[config.mk]
export PLATFORM = sky130hd
export DESIGN_NAME = hcb_div
export DESIGN_NICKNAME = d
export VERILOG_FILES = /design/src/rtl/hcb_div.sv
export SDC_FILE = /design/constraint.sdc
export NUM_CORES = 1
export LEC_CHECK = 0
export BUFFER_PORTS_ARGS = -buffer_cell sky130_fd_sc_hd__clkbuf_2
export CORE_UTILIZATION = 50
export DETAILED_ROUTE_END_ITERATION = 10
export PLACE_DENSITY = 0.64
export SLEW_MARGIN = 20
export SYNTH_ARGS = -nofsm -noshare
export SYNTH_HDL_FRONTEND = slang
export SYNTH_SLANG_ARGS = --single-unit
export TNS_END_PERCENT = 5
[constraint.sdc]
create_clock -name clk -period 5.5 [get_ports clk]
set_clock_uncertainty 0.15 [all_clocks]
set_input_delay 1.1 -clock clk [delete_from_list [all_inputs] [get_ports clk]]
set_output_delay 1.1 -clock clk [all_outputs]
set_load 0.005 [all_outputs]
[src/rtl/hcb_div.sv]
// ----------------------------------------------------------------------------
// HSL color blend divider
// Pipelined restoring divider, one quotient bit per stage.
// ----------------------------------------------------------------------------
module hcb_div #(
    parameter int NUM_W = 33,
    parameter int DEN_W = 16,
    parameter int QUO_W = 17
) (
    input  logic             clk,
    input  logic             en,
    input  logic [NUM_W-1:0] num,
    input  logic [DEN_W-1:0] den,
    output logic [QUO_W-1:0] quo
);

    // upper NUM_W-QUO_W bits of num must be below den
    logic [DEN_W-1:0] rem_reg [1:QUO_W-1];
    logic [QUO_W-1:0] lo_reg  [1:QUO_W-1];
    logic [DEN_W-1:0] den_reg [1:QUO_W-1];
    logic [QUO_W-1:0] quo_reg [1:QUO_W];

    for (genvar k = 0; k < QUO_W; k++)
    begin : g_step
        logic [DEN_W-1:0] rem_cur;
        logic [DEN_W-1:0] den_cur;
        logic [QUO_W-1:0] lo_cur;
        logic [QUO_W-1:0] quo_cur;
        logic [DEN_W:0]   trial;
        logic [DEN_W:0]   diff;
        logic             take;
        logic [DEN_W-1:0] rem_next;

        if (k == 0)
        begin : g_first
            assign rem_cur = num[NUM_W-1 -: DEN_W];
            assign lo_cur  = num[QUO_W-1:0];
            assign quo_cur = '0;
            assign den_cur = den;
        end
        else
        begin : g_rest
            assign rem_cur = rem_reg[k];
            assign lo_cur  = lo_reg[k];
            assign quo_cur = quo_reg[k];
            assign den_cur = den_reg[k];
        end

        assign trial    = {rem_cur, lo_cur[QUO_W-1]};
        assign take     = (trial >= {1'b0, den_cur});
        assign diff     = trial - {1'b0, den_cur};
        assign rem_next = take ? diff[DEN_W-1:0] : trial[DEN_W-1:0];

        always_ff @(posedge clk)
        begin
            if (en)
            begin
                quo_reg[k+1] <= {quo_cur[QUO_W-2:0], take};
            end
        end

        if (k < QUO_W - 1)
        begin : g_carry
            always_ff @(posedge clk)
            begin
                if (en)
                begin
                    rem_reg[k+1] <= rem_next;
                    lo_reg[k+1]  <= {lo_cur[QUO_W-2:0], 1'b0};
                    den_reg[k+1] <= den_cur;
                end
            end
        end
    end

    assign quo = quo_reg[QUO_W];

endmodule

== Yosys cells after proc, flatten, opt, wreduce, memory -nomap -nowiden ==
Memory sizes are Yosys's and may differ from the RTL's.
Cells that the tools add are included.
Storage, ports and cells
  flip-flop bits (word level): 0
  memory bits (writable): 1057
  bits of input ports: 51
  output and inout port bits: 17
  logic and storage cells: 55
  memories: 4
Memory list
  quo_reg: depth 17, width 17, read ports 17, clocked after memory_dff 0, wr ports 17, RTL line 21  | logic [QUO_W-1:0] quo_reg [1:QUO_W];
  den_reg: depth 16, width 16, read ports 16, clocked after memory_dff 0, wr ports 16, RTL line 20  | logic [DEN_W-1:0] den_reg [1:QUO_W-1];
  lo_reg: depth 16, width 16, read ports 16, clocked after memory_dff 0, wr ports 16, RTL line 19  | logic [QUO_W-1:0] lo_reg [1:QUO_W-1];
  rem_reg: depth 16, width 16, read ports 16, clocked after memory_dff 0, wr ports 16, RTL line 18  | logic [DEN_W-1:0] rem_reg [1:QUO_W-1];
Cells by class
  add/sub/neg operators: 16
  magnitude comparators: 17
  muxes and demuxes: 18
Operator list (count)
  $ge 17x16->1: 17
  $mux 16: 16
  $sub 16x16->16: 16
  $mux 1: 2

== Logic depth before layout (Yosys ltp) ==
An unclocked memory read counts as a cell.
  word-level depth: 3
  gate-level depth with buffers: 12

== Worst setup path before layout ==
No wires, ideal clock.
  path type: input to register
  start: input den[1]
  end: register rem_reg[0][24] (netlist name)
  arrival time: 3392 ps
  path slack: 1698 ps
  cell stages on the path: 12
  path buffers: 2
  path through: inv_1 > ha_1 > nor2b_1 > o31a_1 > o21ai_1 > o21bai_1 > a41oi_2 > a21oi_1 > a211o_1 > buf_2 > buf_2 > mux2_2
RTL lines
  start, declared: RTL line 13  | input logic [DEN_W-1:0] den,

==> impl_metrics.toml <==
[run_status]
status = "complete, no violations"

[timing]
max_slew_margin = 0.300
fmax_mhz = 249
rsz0062_at_grt = "no"
finalCriticalPeriod_ns = 4.02
slew_viol_final = 0
fin_tns_setup_ns = 0
hold_viol_final = 0
fin_crit_sh = 0.730
worst_pin_slew_ns = 1.05
setup_violations = 0

[synthesis]
syn_area_per_cell_sq_um = 13.0
yosysUniqueCellTypes = 77
synthFlopType = "edfxtp_1"
yosysTopAreaCell = "edfxtp_1"
yosys_warnings = 0
ys_async_sr_fraction = 0
seq_area_frac_synth = 0.601
ys_top_cells_by_area = "edfxtp_1 60%, ha_1 8.5%, mux2_2 4.2%, inv_1 3.1%, a21oi_1 2.9%"
synth_enable_flop_cells = 801
synth_nets = 3413
synth_top_area_frac = 0.601
ys_ff_latch = 801
synth_cells = 3074
netlist_area_sq_um = 40100

[layout]
final_area_sq_um = 44800
layout-drive-gt1-share = 0.132
layout_commonest_cell = "edfxtp_1"
diodes = 0
nets = 3552
layout_common_cells = "801 x edfxtp_1, 332 x inv_1, 272 x ha_1"
final_util = 0.566
fillers = 6427
syn_to_final_growth_pct = 11.8

[global_routing]
antenna_found_initial = 0
grt_max_degree = 118
gr-total-overflow = 0
grt_pass1_wl_mm = 124
grt_pass1_vias = 24200
grt.total_usage = 0.187

[drt]
drt-initial-drc-count = 1455
first_pass_iters = 5
drc = 0
drt-met1-wl_mm = 34.0
vias = 24000
wl_met3_mm = 3.24
via_per_inst = 5.53
antenna_left = 0
top_layer_used = "met4"
routed_wl_mm = 75.6
wl_per_cell_um = 17.4
met2_length_mm = 36.2

[clock_network]
cts-root-buf = "clkbuf_16"
cts.sink_count = 801
cts_htree_levels = 3
insertion_delay_ns = 0.65
clk_pin_slew_worst_paths_ns = 0.07
cts_buffers = 88
cts-resized-gates = 0
cts_tree = "yes"
clockBufferDepth = 3
cts_setup_buffers = 0
ctsHoldBuffers = 0

[placed_design]
place.gp.congestion = 0.931
numPortBuffers = 67
dpl_cell_area_sq_um = 41700
dp_hpwl_mm = 54.2

[power_and_ir_drop]
total_power_mw = 25.1
p_leak_nw = 17.9
combPwrFrac = 0.385
switching_share = 0.330
seqPwrFrac = 0.372
power_frac_clock = 0.243
ir_drop_mv = 0.271
p_sw_mw = 8.30
p_int_mw = 16.8
power-per-cell-area_nw_per_um2 = 561

[floorplanning]
core_sq_um = 79100
die-area_sq_um = 81200
rows = 103
initial_utilization = 0.506
die_width_um = 285
die_h_um = 285
pin_count = 68

[setup_path]
worst_ep_required_time_ns = 5.74
critPathBufInv = 1
crit_type = "reg -> reg"
cp-end-kind = "flip-flop"
path_cells = "inv_1, ha_1, nor2b_1, o31ai_1, a21oi_1, a2111oi_1, o21bai_1, a41o_1, mux2_2"
crit_fanout = 28
critPathTopFamily = "compound AO/OA/AOI/OAI gates"
slowest_stage = "a2111oi_1"
rr_endpoint = "rem_reg[0][231]$_DFFE_PP_"
startpoint_type = "flip-flop"
slowest_delay_ns = 0.88
r2r-start = "den_reg[6][17]$_DFFE_PP_"
rrSetupSlack_ns = 1.48
ff2ff_path_depth = 9
arrival_ns = 4.26

[worst_hold_path]
hold_depth = 0
hold_path_class = "reg -> reg"
hold_path.startpoint = "quo_reg[4][21]$_DFFE_PP_"
hold_end = "quo_reg[5][5]$_DFFE_PP_"

[job]
drv_cap = 0
==> final cells by class <==
| type | count | area, sq um | area share |
|---|---|---|---|
| sequential | 801 | 24100 | 0.537 |
| clock buffer | 92 | 2260 | 0.0504 |
| inverter | 332 | 1250 | 0.0278 |
| tap | 1050 | 1310 | 0.0293 |
| multi-input combinational | 1905 | 14600 | 0.326 |
| timing repair buffer | 85 | 559 | 0.0125 |
| clock inverter | 70 | 772 | 0.0172 |
==> how the worst max path moves through the flow <==
stage,slack [ns],startpoint,endpoint,cells past startpoint
finish,1.48,den_reg[6][17]$_DFFE_PP_,rem_reg[0][231]$_DFFE_PP_,9
global route,1.33,den_reg[5][1]$_DFFE_PP_,rem_reg[0][179]$_DFFE_PP_,10
CTS,1.46,den_reg[5][17]$_DFFE_PP_,rem_reg[0][195]$_DFFE_PP_,10
detailed placement,1.18,den[2],rem_reg[0][27]$_DFFE_PP_,11
global placement,1.27,den[1],rem_reg[0][18]$_DFFE_PP_,11
floorplan,1.70,den[1],rem_reg[0][24]$_DFFE_PP_,12
==> worst reg2reg max path, stage by stage (launching register included) <==
cell and delay [ns]:
edfxtp_1 0.44, inv_1 0.09, ha_1 0.25, nor2b_1 0.15, o31ai_1 0.36, a21oi_1 0.16, a2111oi_1 0.88, o21bai_1 0.21
a41o_1 0.64, mux2_2 0.43
==> layer usage <==
| metal | GRT usage | vias up |
|---|---|---|
| met4 | 0.0620 | 0 |
| met2 | 0.312 | 495 |
| li1 | - | 11700 |
| met1 | 0.249 | 11600 |
| met5 | 0 | - |
| met3 | 0.0296 | 147 |
==> cells by family (layout without fill, tap and decap cells) <==
group,after synthesis,in the layout,share of synthesized area
flops,801,801,0.601
compound gates,679,679,0.109
fa+ha+maj,288,288,0.0930
buf+inv,368,579,0.0356
xor+xnor,173,173,0.0378
simple gates,574,574,0.0692
mux,191,191,0.0548
==> per-stage QoR <==
step	hold slack (ns)	instances	setup WS, ns
floorplan	0.250	3074	1.70
global placement	0.250	4172	1.27
detailed placement	0.255	4172	1.18
CTS	0.263	4334	1.46
global route	0.271	4335	1.33
finish	0.260	4335	1.48
==> power by group through the flow <==
| stage | registers [mW] | logic (mW) | clock network [mW] |
|---|---|---|---|
| floorplan | 9.14 | 7.62 | 0 |
| global placement | 9.45 | 9.22 | 0 |
| detailed placement | 9.47 | 9.49 | 0 |
| CTS | 9.36 | 9.59 | 6.29 |
| global route | 9.48 | 10.7 | 6.51 |
| finish | 9.34 | 9.69 | 6.11 |
==> cells in the mapped netlist (45+ instances only) <==
master,number
inv_1,332
nor2_1,174
nand3_1,45
o21a_1,52
a21oi_1,231
a21o_1,69
o21ai_0,134
xor2_1,59
ha_1,272
xnor2_1,114
mux2_2,149
edfxtp_1,801
nand2_1,137
No activity file was read; power rests on OpenSTA's default activity.
